<file path="src/sv/pcsp_ram.sv">
module pcsp_ram #(
    parameter int WIDTH = 8,
    parameter int DEPTH = 16
) (
    input  logic                     aclk,
    input  logic                     wr_en,
    input  logic [$clog2(DEPTH)-1:0] wr_addr,
    input  logic [WIDTH-1:0]         wr_data,
    input  logic                     rd_en,
    input  logic [$clog2(DEPTH)-1:0] rd_addr,
    output logic [WIDTH-1:0]         rd_data
);

    logic [WIDTH-1:0] mem [DEPTH];

    always_ff @(posedge aclk) begin
        if (wr_en) begin
            mem[wr_addr] <= wr_data;
        end
        if (rd_en) begin
            rd_data <= mem[rd_addr];
        end
    end

endmodule

</file>
<file path="config.mk">
export PLATFORM = sky130hd
export DESIGN_NAME = pcsp_ram
export DESIGN_NICKNAME = d
export VERILOG_FILES = /design/src/sv/pcsp_ram.sv
export SDC_FILE = /design/constraint.sdc
export NUM_CORES = 1
export LEC_CHECK = 0
export BUFFER_PORTS_ARGS = -buffer_cell sky130_fd_sc_hd__buf_2
export CORE_MARGIN = 3
export CORE_UTILIZATION = 65
export DETAILED_ROUTE_END_ITERATION = 10
export PLACE_DENSITY = 0.85
export SLEW_MARGIN = 10
export SYNTH_ARGS = -nofsm -noshare
export SYNTH_HDL_FRONTEND = slang
export SYNTH_SLANG_ARGS = --single-unit
</file>
<file path="constraint.sdc">
create_clock -name aclk -period 5.46 [get_ports aclk]
set_clock_uncertainty 0.15 [all_clocks]
set_input_delay 1.092 -clock aclk [delete_from_list [all_inputs] [get_ports aclk]]
set_output_delay 1.092 -clock aclk [all_outputs]
set_load 0.01 [all_outputs]
</file>
==> impl_metrics.prom, run 1 <==
# TYPE chip_impl_metric gauge
chip_impl_info{name="outcome",value="finished, final reports clean"} 1
chip_impl_metric{name="areaGrowthSynthToFinish",unit="%"} 15.32
chip_impl_metric{name="synthCells",unit=""} 229
chip_impl_metric{name="via_count",unit=""} 2520
chip_impl_metric{name="die_y",unit="um"} 95.68
chip_impl_metric{name="num_rows",unit=""} 32
chip_impl_info{name="layout_commonest_cell",value="sky130_fd_sc_hd__edfxtp_1"} 1
chip_impl_metric{name="tightestPinTransition",unit="ps"} 1043
chip_impl_metric{name="timing.max_cap.violations",unit=""} 0
chip_impl_metric{name="cp_slowest_stage_delay",unit="ps"} 770
chip_impl_metric{name="ys_warn_count",unit=""} 0
chip_impl_metric{name="gr-total-overflow",unit=""} 0
chip_impl_metric{name="post-cts-setup-buffers",unit=""} 0
chip_impl_info{name="tritoncts",value="done"} 1
chip_impl_info{name="grt_setup_unrepaired",value="false"} 1
chip_impl_metric{name="vdd_drop_max",unit="uV"} 280.6
chip_impl_metric{name="clockBufferDepth",unit=""} 2
chip_impl_metric{name="totalWireLength",unit="mm"} 10.18
chip_impl_metric{name="antenna_found_initial",unit=""} 0
chip_impl_metric{name="worst-endpoint-arrival",unit="ps"} 2890
chip_impl_metric{name="timing.final.hold_violations",unit=""} 0
chip_impl_metric{name="cts_num_sinks",unit=""} 136
chip_impl_info{name="timing.hold.worst.class",value="reg2reg"} 1
chip_impl_metric{name="synth-seq-cells",unit=""} 136
chip_impl_info{name="end_kind",value="register"} 1
chip_impl_metric{name="wire_length_of_the_first_global_routing_pass",unit="mm"} 15.38
chip_impl_metric{name="core",unit="um^2"} 7767
chip_impl_metric{name="finalCritPeriodShare",unit="%"} 51.02
chip_impl_info{name="most-common-layout-cells",value="sky130_fd_sc_hd__edfxtp_1 (136), sky130_fd_sc_hd__buf_2 (26), sky130_fd_sc_hd__mux4_2 (18)"} 1
chip_impl_info{name="yosysTopAreaCell",value="sky130_fd_sc_hd__edfxtp_1"} 1
chip_impl_metric{name="cts_hold_buffers",unit=""} 0
chip_impl_metric{name="drt_pre_antenna_iters",unit=""} 4
chip_impl_info{name="timing.critical_path.slowest_stage_cell",value="sky130_fd_sc_hd__buf_2"} 1
chip_impl_metric{name="cts_buffers",unit=""} 17
chip_impl_metric{name="finalWeightedCongestion",unit=""} 0.7428
chip_impl_metric{name="mappedNetlistNets",unit=""} 248
chip_impl_metric{name="drt.antenna.violating_nets",unit=""} 0
chip_impl_metric{name="die-area",unit="um^2"} 9155
chip_impl_metric{name="number_of_global_route_vias_before_repair",unit=""} 2571
chip_impl_metric{name="clk_latency_worst_skew_pair",unit="ps"} 520
chip_impl_metric{name="n_antenna_cell",unit=""} 0
chip_impl_info{name="cts_root_buffer",value="sky130_fd_sc_hd__clkbuf_8"} 1
chip_impl_metric{name="initial_utilization",unit="%"} 67.30
chip_impl_metric{name="cts_max_level",unit=""} 4
chip_impl_metric{name="synth.top_cell.area_share",unit="%"} 78.12
chip_impl_info{name="worst_path_dominant_cell_family",value="buffers and inverters"} 1
chip_impl_metric{name="final_layout_size_suffix_gt1_share",unit="%"} 27.86
chip_impl_metric{name="slew_violations",unit=""} 0
chip_impl_metric{name="drc",unit=""} 0
chip_impl_metric{name="leakage",unit="nW"} 2.010
chip_impl_metric{name="power.density_cell_area",unit="nW/um^2"} 403.6
chip_impl_metric{name="synth_seq_area_share",unit="%"} 78.12
chip_impl_metric{name="global_route_usage_over_all_layers",unit="%"} 25.05
chip_impl_metric{name="avgViaCountPerCell",unit=""} 6.597
chip_impl_metric{name="maxSlewHeadroom",unit="%"} 30.49
chip_impl_metric{name="cts.repair.resized",unit=""} 0
chip_impl_info{name="cp-start-kind",value="primary input"} 1
chip_impl_info{name="criticalPathCategory",value="in2reg"} 1
chip_impl_metric{name="critical_path.max_fanout",unit=""} 32
chip_impl_metric{name="crit_buf_inv",unit=""} 1
chip_impl_metric{name="final_net_count",unit=""} 287
chip_impl_metric{name="design.portCount",unit=""} 27
chip_impl_metric{name="worstPathRequired",unit="ps"} 5560
chip_impl_metric{name="final_period_minus_worst_setup_slack",unit="ps"} 2786
chip_impl_metric{name="fill_cells",unit=""} 398
chip_impl_metric{name="setup_viol",unit=""} 0
chip_impl_metric{name="syn-mean-instance-area",unit="um^2"} 22.83
chip_impl_info{name="yosys-top-cells-area",value="sky130_fd_sc_hd__edfxtp_1 (78%), sky130_fd_sc_hd__mux4_2 (7.8%), sky130_fd_sc_hd__mux4_1 (7.0%)"} 1
chip_impl_metric{name="hpwlAfterDp",unit="mm"} 5.969
chip_impl_metric{name="wl_per_cell",unit="um"} 26.66
chip_impl_metric{name="maximum_clock_frequency",unit="MHz"} 359.0
chip_impl_metric{name="yosysUniqueCellTypes",unit=""} 18
chip_impl_metric{name="clk_pin_slew",unit="ps"} 60
chip_impl_metric{name="post-layout-total-power",unit="mW"} 2.433
chip_impl_metric{name="dr.first_iter.drc_count",unit=""} 294
chip_impl_metric{name="port-buffer-count",unit=""} 26
chip_impl_metric{name="setup_total_negative_slack",unit="ps"} 0
chip_impl_metric{name="grt_max_degree",unit=""} 33
chip_impl_info{name="critical_path.cell_chain",value="buf_2 -> mux4_1 -> a22oi_1 -> nand2_1"} 1
chip_impl_metric{name="syn-cell-area",unit="um^2"} 5228
chip_impl_metric{name="fp.dieW",unit="um"} 95.68
[path summary, 6_finish.rpt]
kind | to | cells after the start | from | slack [ps]
worst max-delay path | rd_data[2] | 4 | rd_addr[0] | 2670
worst min-delay path | rd_data[5] | 3 | mem[4][5] | 610
worst max register to register | rd_data[4] | 3 | mem[0][4] | 3750
worst min register to register | rd_data[5] | 3 | mem[4][5] | 610
[through the flow]
step                cells  hold WS, ps  util (%)  setup slack, ps  instance area (um^2)
finish                382        611.0     77.61             2674                  6028
global route          382        651.6     77.61             2510                  6028
CTS                   382        614.7     77.61             2646                  6028
detailed placement    351        594.8     69.89             2124                  5429
global placement      351        573.9     69.89             2130                  5429
floorplan             229        554.8         -             2725                  5228
[cells in the mapped netlist]
master,instances
sky130_fd_sc_hd__nand2_1,9
sky130_fd_sc_hd__and2b_1,1
sky130_fd_sc_hd__or3b_2,1
sky130_fd_sc_hd__buf_6,3
sky130_fd_sc_hd__nor2_1,13
sky130_fd_sc_hd__nor2b_1,1
sky130_fd_sc_hd__clkdlybuf4s25_2,3
sky130_fd_sc_hd__mux4_1,14
sky130_fd_sc_hd__buf_4,1
sky130_fd_sc_hd__buf_2,3
sky130_fd_sc_hd__nand2b_1,2
sky130_fd_sc_hd__a22oi_1,16
sky130_fd_sc_hd__nor3_1,4
sky130_fd_sc_hd__edfxtp_1,136
sky130_fd_sc_hd__mux4_2,18
sky130_fd_sc_hd__nand3b_1,2
sky130_fd_sc_hd__and2_1,1
sky130_fd_sc_hd__nand3_1,1
[per-layer routing]
| metal | global-route usage [%] | vias up | share of wire (%) |
|---|---|---|---|
| met2 | 37.00 | 133 | 50 |
| met3 | 5.841 | 23 | 7.5 |
| met5 | 0 | - | 0 |
| li1 | - | 1056 | - |
| met1 | 35.63 | 1308 | 40 |
| met4 | 12.91 | 0 | 2.7 |
[flip-flops by register name, indices dropped and copies added (netlist names)]
name and flops:
mem 128, rd_data 8
[report_power, final]
group / switching, mW / total [mW] / internal, mW
Combinational: 0.0602 / 0.101 / 0.0410
Sequential: 0.00779 / 1.18 / 1.18
Clock: 0.410 / 1.15 / 0.738
[cells by family (layout without fill, tap and decap cells)]
group | count (synthesis) | in the layout | synth area share, %
buf+inv | 10 | 61 | 1.651
compound gates | 16 | 16 | 2.298
mux | 32 | 32 | 14.79
flops | 136 | 136 | 78.12
simple gates | 35 | 35 | 3.136
[cell type report]
cell class | count | area, um^2 | share of cell area, %
multi-input combinational | 83 | 1057 | 17.54
clock inverter | 12 | 177.7 | 2.947
timing repair buffer | 30 | 160.2 | 2.657
sequential | 136 | 4084 | 67.75
tap | 102 | 127.6 | 2.117
clock buffer | 19 | 421.7 | 6.995
[worst reg2reg max path: stages (launching register included)]
cell and delay (ps):
sky130_fd_sc_hd__edfxtp_1 450, sky130_fd_sc_hd__mux4_2 480, sky130_fd_sc_hd__a22oi_1 300, sky130_fd_sc_hd__nand2_1 90
Note: power is estimated with default switching activity, not from simulation.
==> run 2, diff against run 1 <==
CORE_UTILIZATION = 60   (was 65)
PLACE_DENSITY = 0.79   (was 0.85)
clock period = 2.7 ns   (was 5.46 ns; I/O delays follow)
==> run 2 against run 1 <==
Against the previous run: register-to-register slack worse by 2700 ps; sequential power up 100%; die area up 7.8%.
==> impl_metrics.prom, run 2 (synthesized netlist as in run 1, its figures left out) <==
# TYPE chip_impl_metric gauge
chip_impl_info{name="outcome",value="finished, final reports clean"} 1
chip_impl_metric{name="cts_num_sinks",unit=""} 136
chip_impl_metric{name="power.density_cell_area",unit="nW/um^2"} 816.5
chip_impl_metric{name="multi_input_comb_area",unit="um^2"} 1057
chip_impl_metric{name="largest_register_ff_count",unit=""} 128
chip_impl_metric{name="maxSlewHeadroom",unit="%"} 44.96
chip_impl_metric{name="p_sw_share",unit="%"} 19.58
chip_impl_metric{name="instances_no_fill",unit=""} 401
chip_impl_metric{name="clockBufferDepth",unit=""} 2
chip_impl_metric{name="setup_total_negative_slack",unit="ps"} 0
chip_impl_metric{name="clk_pin_slew",unit="ps"} 60
chip_impl_metric{name="share_comb_of_total_power",unit="%"} 4.4
chip_impl_metric{name="avgViaCountPerCell",unit=""} 6.384
chip_impl_metric{name="final_core_util",unit="%"} 74.47
chip_impl_metric{name="cp_slowest_stage_delay",unit="ps"} 430
chip_impl_metric{name="worst-endpoint-arrival",unit="ps"} 1090
chip_impl_metric{name="final_net_count",unit=""} 302
chip_impl_metric{name="wl_per_cell",unit="um"} 25.88
chip_impl_metric{name="fill_cells",unit=""} 451
chip_impl_info{name="layout_commonest_cell",value="sky130_fd_sc_hd__edfxtp_1"} 1
chip_impl_info{name="grt_setup_unrepaired",value="false"} 1
chip_impl_metric{name="via_count",unit=""} 2560
chip_impl_metric{name="initial_utilization",unit="%"} 62.68
chip_impl_metric{name="crit_buf_inv",unit=""} 1
chip_impl_metric{name="grt_use_met3",unit="%"} 7.784
chip_impl_metric{name="finalCritPeriodShare",unit="%"} 66.09
chip_impl_metric{name="dr.first_iter.drc_count",unit=""} 264
chip_impl_metric{name="timing.max_cap.violations",unit=""} 0
chip_impl_info{name="end_kind",value="output port"} 1
chip_impl_metric{name="die_y",unit="um"} 99.34
chip_impl_info{name="tritoncts",value="done"} 1
chip_impl_metric{name="post-cts-setup-buffers",unit=""} 0
chip_impl_info{name="most-common-layout-cells",value="sky130_fd_sc_hd__edfxtp_1 (136), sky130_fd_sc_hd__buf_2 (26), sky130_fd_sc_hd__mux4_2 (18)"} 1
chip_impl_metric{name="final_period_minus_worst_setup_slack",unit="ps"} 1785
chip_impl_metric{name="power.clock.fraction",unit="%"} 48.4
chip_impl_metric{name="setup_ws",unit="ps"} 915.5
chip_impl_metric{name="fp.dieW",unit="um"} 99.34
chip_impl_metric{name="antenna_found_initial",unit=""} 0
chip_impl_metric{name="drt.antenna.violating_nets",unit=""} 0
chip_impl_metric{name="worst_slack_after_detailed_placement",unit="ps"} 414.0
chip_impl_info{name="timing.critical_path.slowest_stage_cell",value="sky130_fd_sc_hd__edfxtp_1"} 1
chip_impl_metric{name="intPower",unit="mW"} 4.078
chip_impl_metric{name="placed_cell_area",unit="um^2"} 5570
chip_impl_metric{name="num_rows",unit=""} 33
chip_impl_metric{name="reg2regPathDepth",unit=""} 3
chip_impl_metric{name="core",unit="um^2"} 8341
chip_impl_metric{name="cts.repair.resized",unit=""} 0
chip_impl_metric{name="tightestPinTransition",unit="ps"} 822.6
chip_impl_metric{name="die-area",unit="um^2"} 9868
chip_impl_info{name="worst_path_dominant_cell_family",value="flip-flops"} 1
chip_impl_metric{name="cts_max_level",unit=""} 4
chip_impl_metric{name="worstPathRequired",unit="ps"} 2010
chip_impl_metric{name="holdWs",unit="ps"} 254.2
chip_impl_info{name="grt_most_used_layer",value="met2"} 1
chip_impl_metric{name="global_route_usage_over_all_layers",unit="%"} 23.13
chip_impl_metric{name="sequentialPowerShare",unit="%"} 47.2
chip_impl_metric{name="finalWeightedCongestion",unit=""} 0.7262
chip_impl_metric{name="setup_viol",unit=""} 0
chip_impl_info{name="cp-start-kind",value="register"} 1
chip_impl_metric{name="wire_length_of_the_first_global_routing_pass",unit="mm"} 16.04
chip_impl_metric{name="critical_path.max_fanout",unit=""} 1
chip_impl_metric{name="p_sw",unit="uW"} 993.1
chip_impl_info{name="cts_root_buffer",value="sky130_fd_sc_hd__clkbuf_8"} 1
chip_impl_metric{name="worstHoldPathCells",unit=""} 1
chip_impl_metric{name="drt_pre_antenna_iters",unit=""} 4
chip_impl_metric{name="design.portCount",unit=""} 27
chip_impl_metric{name="post-layout-total-power",unit="mW"} 5.071
chip_impl_metric{name="grt_util_met2",unit="%"} 35.07
chip_impl_metric{name="regArea",unit="um^2"} 4084
chip_impl_metric{name="clk_latency_worst_skew_pair",unit="ps"} 510
chip_impl_metric{name="leakage",unit="nW"} 2.127
chip_impl_metric{name="maximum_clock_frequency",unit="MHz"} 560.4
chip_impl_metric{name="totalWireLength",unit="mm"} 10.38
chip_impl_metric{name="final_layout_size_suffix_gt1_share",unit="%"} 31.76
chip_impl_metric{name="grt.met1_usage",unit="%"} 32.92
chip_impl_metric{name="vdd_drop_max",unit="uV"} 563.8
chip_impl_info{name="reg.largest.list",value="mem (128), rd_data (8)"} 1
chip_impl_info{name="critical_path.cell_chain",value="buf_2"} 1
chip_impl_metric{name="gr-total-overflow",unit=""} 0
chip_impl_metric{name="grt_max_degree",unit=""} 33
chip_impl_info{name="max_flop_register",value="mem"} 1
chip_impl_info{name="criticalPathCategory",value="reg2out"} 1
chip_impl_metric{name="port-buffer-count",unit=""} 26
chip_impl_metric{name="cts_buffers",unit=""} 17
chip_impl_info{name="timing.hold.worst.class",value="in2reg"} 1
chip_impl_metric{name="areaGrowthSynthToFinish",unit="%"} 18.81
chip_impl_metric{name="n_antenna_cell",unit=""} 0
chip_impl_metric{name="place_inst",unit=""} 369
chip_impl_metric{name="cts_hold_buffers",unit=""} 0
chip_impl_metric{name="timing.final.hold_violations",unit=""} 0
chip_impl_metric{name="number_of_global_route_vias_before_repair",unit=""} 2608
chip_impl_metric{name="slew_violations",unit=""} 0
chip_impl_metric{name="drc",unit=""} 0
chip_impl_metric{name="cp.depth",unit=""} 1
chip_impl_metric{name="final_cell_area",unit="um^2"} 6211
chip_impl_metric{name="hpwlAfterDp",unit="mm"} 6.194
run 2: changes by cell type in the layout (fill, tap and decap cells not counted), sizes merged:
cell,before,now
buf,30,45
clkinvlp,4,1
inv,0,2
bufinv,4,5
clkinv,4,5
run 2: routing by layer:
metal,part of all wire (%),vias to the layer above
li1,-,1088
met4,1.2,0
met2,49,131
met5,0,-
met3,9.0,12
met1,40,1329
run 2: final timing paths:
path | to | from | slack [ps]
max | rd_data[7] | rd_data[7] | 920
min | rd_data[6] | rd_en | 250
max reg2reg | rd_data[6] | mem[0][6] | 1060
min reg2reg | rd_data[4] | mem[15][4] | 610
run 2: final cells by class:
class / instances / share of cell area, %
Clock buffer: 19 / 6.789
Clock inverter: 13 / 3.525
Multi-Input combinational cell: 83 / 17.02
Sequential cell: 136 / 65.75
Tap cell: 105 / 2.115
Timing Repair Buffer: 45 / 4.795
run 2: power by group through the flow:
stage / registers [mW] / clock network, mW / logic [mW]
final: 2.39 / 2.46 / 0.221
after global routing: 2.40 / 2.59 / 0.241
after CTS: 2.39 / 2.49 / 0.223
after detailed placement: 2.44 / 0 / 0.221
after global placement: 2.43 / 0 / 0.212
after floorplan: 2.44 / 0 / 0.120
==> run 3, diff against run 2 <==
CORE_UTILIZATION = 54   (was 60)
PLACE_DENSITY = 0.75   (was 0.79)
clock period = 1.5 ns   (was 2.7 ns; I/O delays follow)
==> run 3 against run 2 <==
Against the previous run: the flow now finishes with violations (setup timing); utilization shrank 6.1 points; non-clock buffer count rose by 17; combinational power up 120%; critical path type is now reg2reg; largest cell class unchanged.
==> impl_metrics.prom, run 3 (synthesized netlist as in run 1, its figures left out) <==
# TYPE chip_impl_metric gauge
chip_impl_info{name="outcome",value="complete, but fails checks"} 1
chip_impl_info{name="failed_checks",value="setup timing"} 1
chip_impl_metric{name="power.density_cell_area",unit="nW/um^2"} 1345
chip_impl_info{name="grt_setup_unrepaired",value="true"} 1
chip_impl_info{name="reg.largest.list",value="mem (128), rd_data (8)"} 1
chip_impl_metric{name="reg2regPathDepth",unit=""} 3
chip_impl_metric{name="drc",unit=""} 0
chip_impl_metric{name="setup_ws",unit="ps"} -85.33
chip_impl_metric{name="wl_per_cell",unit="um"} 23.81
chip_impl_info{name="most-common-layout-cells",value="sky130_fd_sc_hd__edfxtp_1 (136), sky130_fd_sc_hd__mux4_2 (32), sky130_fd_sc_hd__buf_4 (28)"} 1
chip_impl_metric{name="timing.final.hold_violations",unit=""} 0
chip_impl_info{name="timing.hold.worst.class",value="in2reg"} 1
chip_impl_metric{name="wire_length_of_the_first_global_routing_pass",unit="mm"} 16.45
chip_impl_metric{name="totalWireLength",unit="mm"} 10.50
chip_impl_metric{name="via_count",unit=""} 2545
chip_impl_metric{name="final_cell_area",unit="um^2"} 6381
chip_impl_metric{name="post-layout-total-power",unit="mW"} 8.582
chip_impl_metric{name="design.portCount",unit=""} 27
chip_impl_metric{name="cts_num_sinks",unit=""} 136
chip_impl_metric{name="initial_utilization",unit="%"} 56.04
chip_impl_metric{name="leakage",unit="nW"} 2.133
chip_impl_info{name="r2r_start",value="mem[11][7]"} 1
chip_impl_metric{name="n_antenna_cell",unit=""} 0
chip_impl_metric{name="worstHoldPathCells",unit=""} 1
chip_impl_metric{name="cts_buffers",unit=""} 17
chip_impl_metric{name="final_period_minus_worst_setup_slack",unit="ps"} 1585
chip_impl_metric{name="antenna_found_initial",unit=""} 0
chip_impl_metric{name="num_rows",unit=""} 35
chip_impl_metric{name="finalCritPeriodShare",unit="%"} 105.7
chip_impl_metric{name="fp.dieW",unit="um"} 104.4
chip_impl_metric{name="core",unit="um^2"} 9328
chip_impl_info{name="critical_path.cell_chain",value="mux4_2 -> a22oi_2 -> nand2_1"} 1
chip_impl_metric{name="drt_pre_antenna_iters",unit=""} 4
chip_impl_metric{name="port-buffer-count",unit=""} 26
chip_impl_info{name="layout_commonest_cell",value="sky130_fd_sc_hd__edfxtp_1"} 1
chip_impl_metric{name="tightestPinTransition",unit="ps"} 880.4
chip_impl_info{name="hp-start",value="wr_data[5]"} 1
chip_impl_info{name="cts_root_buffer",value="sky130_fd_sc_hd__clkbuf_8"} 1
chip_impl_metric{name="worst-endpoint-arrival",unit="ps"} 1690
chip_impl_metric{name="vdd_drop_max",unit="uV"} 620.6
chip_impl_metric{name="avgViaCountPerCell",unit=""} 5.771
chip_impl_metric{name="timing.max_cap.violations",unit=""} 0
chip_impl_metric{name="critical_path.max_fanout",unit=""} 1
chip_impl_metric{name="maxSlewHeadroom",unit="%"} 41.18
chip_impl_metric{name="cts_max_level",unit=""} 4
chip_impl_metric{name="placed_cell_area",unit="um^2"} 5771
chip_impl_metric{name="clk_pin_slew",unit="ps"} 60
chip_impl_metric{name="gr-total-overflow",unit=""} 0
chip_impl_metric{name="final_layout_size_suffix_gt1_share",unit="%"} 44.87
chip_impl_metric{name="slew_violations",unit=""} 0
chip_impl_metric{name="finalWeightedCongestion",unit=""} 0.7636
chip_impl_info{name="max_flop_register",value="mem"} 1
chip_impl_metric{name="maximum_clock_frequency",unit="MHz"} 630.8
chip_impl_info{name="criticalPathCategory",value="reg2reg"} 1
chip_impl_metric{name="grt_max_degree",unit=""} 22
chip_impl_metric{name="areaGrowthSynthToFinish",unit="%"} 22.07
chip_impl_metric{name="die_y",unit="um"} 104.4
chip_impl_metric{name="clk_latency_worst_skew_pair",unit="ps"} 510
chip_impl_metric{name="global_route_usage_over_all_layers",unit="%"} 21.35
chip_impl_metric{name="place_inst",unit=""} 409
chip_impl_info{name="end_kind",value="register"} 1
chip_impl_info{name="min_to",value="mem[12][5]"} 1
chip_impl_info{name="timing.critical_path.slowest_stage_cell",value="sky130_fd_sc_hd__mux4_2"} 1
chip_impl_metric{name="holdWs",unit="ps"} 36.69
chip_impl_metric{name="largest_register_ff_count",unit=""} 128
chip_impl_info{name="cp-start-kind",value="register"} 1
chip_impl_metric{name="clockBufferDepth",unit=""} 2
chip_impl_metric{name="die-area",unit="um^2"} 10900
chip_impl_metric{name="setup_viol",unit=""} 9
chip_impl_metric{name="number_of_global_route_vias_before_repair",unit=""} 2782
chip_impl_metric{name="cp_slowest_stage_delay",unit="ps"} 500
chip_impl_metric{name="post-cts-setup-buffers",unit=""} 0
chip_impl_metric{name="final_net_count",unit=""} 319
chip_impl_metric{name="hpwlAfterDp",unit="mm"} 6.565
chip_impl_metric{name="fill_cells",unit=""} 578
chip_impl_metric{name="drt.antenna.violating_nets",unit=""} 0
chip_impl_info{name="worst_reg2reg_endpoint",value="rd_data[7]"} 1
chip_impl_metric{name="dr.first_iter.drc_count",unit=""} 230
chip_impl_info{name="tritoncts",value="done"} 1
chip_impl_metric{name="worstPathRequired",unit="ps"} 1600
chip_impl_metric{name="setup_total_negative_slack",unit="ps"} -538.3
chip_impl_metric{name="r2r_slack",unit="ps"} -90
chip_impl_metric{name="instances_no_fill",unit=""} 441
[run 3: cell types whose count changed in the layout (fill, tap and decap cells not counted), sizes merged]
cell / change
bufinv: -3
inv: -2
dlygate4sd3: +1
clkinv: +4
clkbuf: -2
clkinvlp: +2
buf: +16
[run 3: repair_timing]
item / 4_1_cts / 5_1_grt
gates cloned: 0 / 0
resized for setup: 10 / 2
endpoints found under the setup margin: 12 / 13
hold endpoints to repair: 8 / 0
pin swaps: 1 / 2
hold buffers: 1 / 0
[run 3: critical path: cells and delay by family (launching register included)]
kind / cells / cell delay, ps
mux: 1 / 500
simple gates: 1 / 80
compound gates: 1 / 240
flops: 1 / 360
[run 3: worst max path at each step]
stage	from	endpoint	cells after the start
detailed placement	rd_addr[0]	rd_data[1]	6
floorplan	rd_addr[0]	rd_data[1]	5
global placement	rd_addr[0]	rd_data[1]	6
finish	mem[11][7]	rd_data[7]	3
global route	mem[0][1]	rd_data[1]	3
CTS	rd_data[0]	rd_data[0]	1
[run 3: power by group]
part	internal, mW	switching (mW)
clock	2.33	1.46
sequential	4.28	0.0236
combinational	0.218	0.271
[run 3: area by class of cell]
| type | instances | area (um^2) | area share [%] |
|---|---|---|---|
| clock buffer | 17 | 414.1 | 6.490 |
| clock inverter | 14 | 135.1 | 2.118 |
| timing repair buffer | 62 | 490.5 | 7.686 |
| tap | 129 | 161.4 | 2.529 |
| multi-input combinational | 83 | 1096 | 17.18 |
| sequential | 136 | 4084 | 64.00 |
[run 3: layer usage]
metal / part of all wire [%] / track usage, % / wire (um)
met3: 6.5 / 4.655 / 683
met2: 51 / 34.32 / 5334
met1: 40 / 28.60 / 4201
met5: 0 / 0 / 0
met4: 2.7 / 9.022 / 283
[run 3: stage by stage]
stage | worst slack [ps] | utilization, %
6_report | -85.33 | 68.41
5_1_grt | -132.3 | 68.41
4_1_cts | -92.90 | 68.30
3_5_place_dp | -586.2 | 61.86
3_3_place_gp | -555.7 | 61.86
2_1_floorplan | -150.4 | -
